<file path="src/rtl/mbps_pkg.sv">
// ----------------------------------------------------------------------------
// mbps_pkg: shared types and constants of the masked byte pattern scanner
// Holds the request and result payloads, the pattern configuration bundle
// handed to the compare cells, and the configuration register indexes.
// ----------------------------------------------------------------------------
package mbps_pkg;

  localparam int unsigned BYTE_W        = 8;
  localparam int unsigned PAT_REG_BYTES = 16;
  localparam int unsigned PAT_IDX_W     = 4;
  localparam int unsigned LEN_W         = 5;
  localparam int unsigned ADDR_W        = 64;
  localparam int unsigned COUNT_W       = 7;
  localparam int unsigned CFG_DATA_W    = 64;
  localparam int unsigned CFG_IDX_W     = 3;
  localparam logic [LEN_W-1:0] LEN_RESET = 5'd1;

  // Configuration register indexes
  typedef enum logic [CFG_IDX_W-1:0] {
    CFG_PAT_LO  = 3'd0,
    CFG_PAT_HI  = 3'd1,
    CFG_CARE    = 3'd2,
    CFG_LEN     = 3'd3,
    CFG_BASE    = 3'd4
  } cfg_idx_e;

  // Input request: one buffer byte
  typedef struct packed {
    logic [BYTE_W-1:0] data_byte;
    logic              last_byte;
  } in_t;

  // Result item
  typedef struct packed {
    logic               is_match;
    logic [ADDR_W-1:0]  match_address;
    logic               done_res;
    logic [COUNT_W-1:0] match_count;
  } out_t;

  // Pattern setup seen by every cell
  typedef struct packed {
    logic [PAT_REG_BYTES*BYTE_W-1:0] pattern;
    logic [PAT_REG_BYTES-1:0]        care;
    logic [LEN_W-1:0]                len;
  } pat_cfg_t;

  // Pattern byte idx out of the packed pattern vector
  function automatic logic [BYTE_W-1:0] pat_byte(
    input logic [PAT_REG_BYTES*BYTE_W-1:0] pattern,
    input logic [PAT_IDX_W-1:0]            idx
  );
    return pattern[idx*BYTE_W +: BYTE_W];
  endfunction

endpackage

</file>
<file path="src/rtl/mbps_cell.sv">
// ----------------------------------------------------------------------------
// mbps_cell: one window position of the scan chain
// Holds one buffer byte, passes it to the next cell on every shift, and
// checks it against the pattern byte that lands on this position.
// ----------------------------------------------------------------------------
module mbps_cell #(
  parameter int unsigned CELL_IDX = 0
) (
  input  logic                                  clk_i,
  input  logic                                  shift_en_i,
  input  logic [mbps_pkg::BYTE_W-1:0]           byte_i,
  input  mbps_pkg::pat_cfg_t                    cfg_i,
  output logic [mbps_pkg::BYTE_W-1:0]           byte_o,
  output logic                                  ok_o
);

  logic [mbps_pkg::BYTE_W-1:0]    byte_q;
  logic [mbps_pkg::LEN_W-1:0]     pidx_full;
  logic [mbps_pkg::PAT_IDX_W-1:0] pidx;
  logic                           in_win;
  logic                           care_bit;
  logic [mbps_pkg::BYTE_W-1:0]    pbyte;

  // Window byte, no reset: only bytes of the current buffer get compared
  always_ff @(posedge clk_i) begin
    if (shift_en_i) begin
      byte_q <= byte_i;
    end
  end

  // Position k from newest holds pattern byte len-1-k
  assign pidx_full = mbps_pkg::LEN_W'(cfg_i.len - mbps_pkg::LEN_W'(1)
                                      - mbps_pkg::LEN_W'(CELL_IDX));
  assign pidx      = pidx_full[mbps_pkg::PAT_IDX_W-1:0];
  assign in_win    = mbps_pkg::LEN_W'(CELL_IDX) < cfg_i.len;
  assign care_bit  = cfg_i.care[pidx];
  assign pbyte     = mbps_pkg::pat_byte(cfg_i.pattern, pidx);

  assign ok_o   = !in_win || !care_bit || (byte_q == pbyte);
  assign byte_o = byte_q;

endmodule

</file>
<file path="config.mk">
export PLATFORM = sky130hd
export DESIGN_NAME = mbps_cell
export DESIGN_NICKNAME = d
export VERILOG_FILES = /design/src/rtl/mbps_pkg.sv /design/src/rtl/mbps_cell.sv
export SDC_FILE = /design/constraint.sdc
export NUM_CORES = 1
export LEC_CHECK = 0
export BUFFER_PORTS_ARGS = -buffer_cell sky130_fd_sc_hd__buf_2
export CAP_MARGIN = 10
export CORE_UTILIZATION = 26
export CTS_BUF_LIST = sky130_fd_sc_hd__clkbuf_8
export CTS_CLUSTER_DIAMETER = 150
export DETAILED_ROUTE_END_ITERATION = 6
export GPL_ROUTABILITY_DRIVEN = 0
export PLACE_DENSITY = 0.64
export SLEW_MARGIN = 20
export SYNTH_ARGS = -nofsm -noshare
export SYNTH_HDL_FRONTEND = slang
export SYNTH_SLANG_ARGS = --single-unit
export TNS_END_PERCENT = 100
</file>
<file path="constraint.sdc">
create_clock -name clk_i -period 7.2 [get_ports clk_i]
set_input_delay 0.36 -clock clk_i [delete_from_list [all_inputs] [get_ports clk_i]]
set_output_delay 0.36 -clock clk_i [all_outputs]
set_load 0.03 [all_outputs]
</file>
# ---- Word-level counts from Yosys, hierarchy flattened
# Index checks and enable logic that the tools add are counted.
dict set report word_totals {
  register_bits 8
  input_bits 159
  output_inout_bits 9
  word_cells 12
}
dict set report op_classes {
  add_sub_neg 1
  order_cmp 2
  eq_ne 1
  n_shift 1
  n_mux 2
  reduce_logical 4
}
# op n
set op_table {}
lappend op_table {{variable part select 128 x 8 -> 8 bit} 1}
lappend op_table {{== test 8 bit} 1}
lappend op_table {{< comparator 1 x 5 -> 1 bit, first input constant} 1}
lappend op_table {{< comparator 4 x 5 -> 1 bit, second input constant} 1}
lappend op_table {{binary-select mux 1 bit (select 4 bit)} 1}
lappend op_table {{subtractor 4 x 1 -> 4 bit, second input constant} 1}
lappend op_table {{zero test 1 bit} 2}
lappend op_table {{logical OR 1 bit} 2}
lappend op_table {{2-to-1 mux 1 bit} 1}

# ---- Logic depth before layout (Yosys ltp)
dict set report logic_depth {
  word_depth 6
  mapped_depth 14
  mapped_depth_nobuf 9
}

# ---- Worst setup path after synthesis
# No wires, ideal clock.
dict set report synth_path {
  kind {input to output}
  start {in cfg_i[0] (netlist name)}
  end {out ok_o}
  arrival_time_ps 3381
  required_ps 6840
  setup_slack_ps 3459
  cell_stages 13
  n_path_buf 4
  path_cell_list {buf_4 -> buf_6 -> inv_1 -> buf_4 -> ha_1 -> xor2_2 -> buf_6 -> mux4_2 -> mux2_4 -> mux2i_4 -> xor2_1 -> nand3_1 -> o31ai_2}
}
dict set report synth_via {
  elab_chain_cells 6
  elab_cells_between_ends 10
  classes_between {1 x add/sub; 1 x order compare; 1 x eq/ne; 1 x shift; 2 x mux; 4 x reduce/logical}
}
# item line_no
set synth_lines {}
lappend synth_lines {{start: declaration} mbps_cell.sv:12} ;# input mbps_pkg::pat_cfg_t cfg_i,
lappend synth_lines {{parallel branches: the longest is 5 deep, another holds subtractor 4 x 1 -> 4 bit} --}
lappend synth_lines {{logical OR 1 bit (*)} mbps_cell.sv:39} ;# assign ok_o = !in_win || !care_bit || (byte_q == pbyte);
lappend synth_lines {{end: declaration} mbps_cell.sv:14} ;# output logic ok_o
# Every way passes the cells marked *. The select of a mux whose other input is x is not followed.

# ---- Worst setup path after layout
# Ends and elaborated chain as after synthesis.

==> results.yml <==
setup_path:
  path_class: "in2out"
  startpoint: "cfg_i[0]"
  crit_chain: "buf_2, inv_1, ha_1, xor2_4, buf_4, mux4_1, mux2i_1, mux2i_1, xnor2_1, nand4_1, o31ai_2, buf_2"
  cpMaxStageDelayCell: "mux4_1"
  end_kind: "primary output"
  cp_num_cells: 12
  cp-start-kind: "input port"
  crit_path_end: "ok_o"
  crit_family: "buffers and inverters"
  critPathArrivalTime_ns: 4.18
  required_ns: 6.84
  critical-path-max-stage-delay_ns: 0.59
  cp_max_fo: 22
  critPathBufInv: 4
sta:
  drv_slew: 0
  worst_slew_margin_rel: 0.409
  min_period_ns: 4.54
  finalSetupViolCount: 0
  setup_slack_ns: 2.66
  period_share: 0.631
  timing.hold.ws_ns: 0.314
  fin_tns_setup_ns: 0
  tightest_slew_ns: 0.882
  fmax_mhz: 220
  finalHoldViolations: 0
  rsz0062_at_grt: "false"
route:
  wire_per_inst_um: 15.4
  firstDrtPassIters: 4
  vias: 1677
  drtAntennaViolNets: 0
  wl_um: 5320
  viasPerCell: 4.85
  drt_iter0_drc: 22
  drc_errors: 0
clock_tree:
  ctsHoldBuffers: 0
  cts_buffers: 3
  cts_resized: 0
  clkTransAtPathRegs_ns: 0.04
  tritoncts: "yes"
  cts_max_path_buffers: 2
  clockRootBuffer: "clkbuf_8"
  cts.htree.levels: 1
  post_cts_buffers: 0
  cts_sinks: 8
die:
  io_pins: 168
  die_area_sq_um: 6460
  rows: 28
  die_w_um: 80.4
  die_h_um: 80.4
  initial_core_util: 0.270
  coreArea_sq_um: 5920
grt:
  first_global_vias: 1618
  antenna_found_initial: 0
  grt_pass1_wl_um: 7560
  gr-usage-met1: 0.193
  gr-total-overflow: 0
  use_met2: 0.293
  met3_usage: 0.0205
  grt_max_degree: 27
  busiest_layer: "met2"
  grtUsageTotal: 0.155
synthesis:
  synth-compound-area-share: 0.0494
  synth_top_family_by_area: "multiplexers"
  synthSimpleGateAreaFrac: 0.0400
  syn_area_sq_um: 1600
  muxShareOfSynthArea: 0.644
  synth_top_area_frac: 0.381
  yosys_warnings: 0
  syn_inst: 110
  syn_avg_cell_area_sq_um: 14.5
  synthAdderAreaFrac: 0.00784
  synth_xor_xnor_area_share: 0.0596
  yosys-top-cells-area: "mux4_2 (38%), edfxtp_1 (15%), mux4_1 (13%), mux2i_1 (9.4%), xnor2_1 (4.4%)"
  synth_nets: 270
  yosys.area.top_type: "mux4_2"
  ys_types: 28
  ys_seq_area_frac: 0.150
  ys_ff_latch: 8
job:
  drv_cap: 0
power:
  intPower_mw: 0.196
  pwr-share-clk: 0.176
  irDropWorstVdd_mv: 0.165
  powerDensity_nw_per_um2: 115
  switchingPower_mw: 0.0951
  seqPwrFrac: 0.200
  swShare: 0.326
  power.leakage_nw: 1.22
  combPwrFrac: 0.624
run_status:
  status: "completed"
layout:
  area_growth_syn_to_layout_pct: 58.5
  final_layout_size_suffix_gt1_frac: 0.760
  layout_commonest_cell: "buf_2"
  largest_reg_flops: 8
  n_antenna_cell: 0
  final_cell_mix: "buf_2 (167), mux4_2 (27), mux2i_1 (15)"
  fin_nets: 433
place:
  dp_slack_ns: 2.49
  dp_hpwl_um: 4610
  port_buffers: 167
min_path:
  min_path_type: "in2reg"
-- cells by family after synthesis --
| logic type | after synthesis |
|---|---|
| xor gates and xnor gates | 10 |
| and+or+nand+nor | 13 |
| muxes | 54 |
| AOI/OAI and AO/OA | 11 |
| buffers and inverters | 13 |
| DFF | 8 |
| adders and majority gates | 1 |
-- per-layer routing --
| layer | share of wire | vias to the layer above |
|---|---|---|
| met1 | 0.40 | 785 |
| met3 | 0.071 | 0 |
| met2 | 0.53 | 86 |
| li1 | - | 806 |
| met4 | 0 | 0 |
| met5 | 0 | - |
-- final cells by class --
class,count,area (sq um)
Inverter,2,7.51
Sequential cell,8,240
Fill cell,574,3390
Clock buffer,3,41.3
Timing Repair Buffer,169,851
Multi-Input combinational cell,89,1300
Tap cell,75,93.8
-- power groups by stage --
stage	Clock [mW]	Sequential, mW	Combinational (mW)
3_5_place_dp	0	0.0591	0.185
5_1_grt	0.0556	0.0586	0.198
6_report	0.0513	0.0583	0.182
2_1_floorplan	0	0.0662	0.113
4_1_cts	0.0525	0.0584	0.185
3_3_place_gp	0	0.0591	0.182
-- Yosys cell counts, drive strengths merged --
library cell and number:
a211oi 3, a21boi 1, a21oi 4, a31oi 1, buf 7, clkbuf 4
edfxtp 8, ha 1, inv 2, mux2 3, mux2i 16, mux4 35
nand2 3, nand3 3, nand4 1, nor2 2, nor2b 3, nor3 1
o311a 1, o31ai 1, xnor2 8, xor2 2
-- through the flow --
stage | total power, mW | cells | area, sq um | utilization
after floorplan | 0.179 | 110 | 1600 | -
final | 0.291 | 346 | 2530 | 0.428
after global routing | 0.312 | 346 | 2530 | 0.428
after detailed placement | 0.244 | 343 | 2490 | 0.421
after CTS | 0.296 | 346 | 2530 | 0.428
after global placement | 0.241 | 343 | 2490 | 0.421
-- worst min-delay path by stage --
| stage | from | end | slack (ns) | cells past startpoint |
|---|---|---|---|---|
| final | byte_i[4] | byte_o[4] | 0.31 | 1 |
| after detailed placement | byte_i[6] | byte_o[6] | 0.54 | 1 |
| after CTS | byte_i[6] | byte_o[6] | 0.31 | 1 |
| after global placement | byte_i[0] | byte_o[0] | 0.54 | 1 |
| after global routing | byte_i[5] | byte_o[5] | 0.31 | 1 |
| after floorplan | byte_i[0] | byte_o[0] | 0.46 | 0 |
No activity file was read; power rests on OpenSTA's default activity.
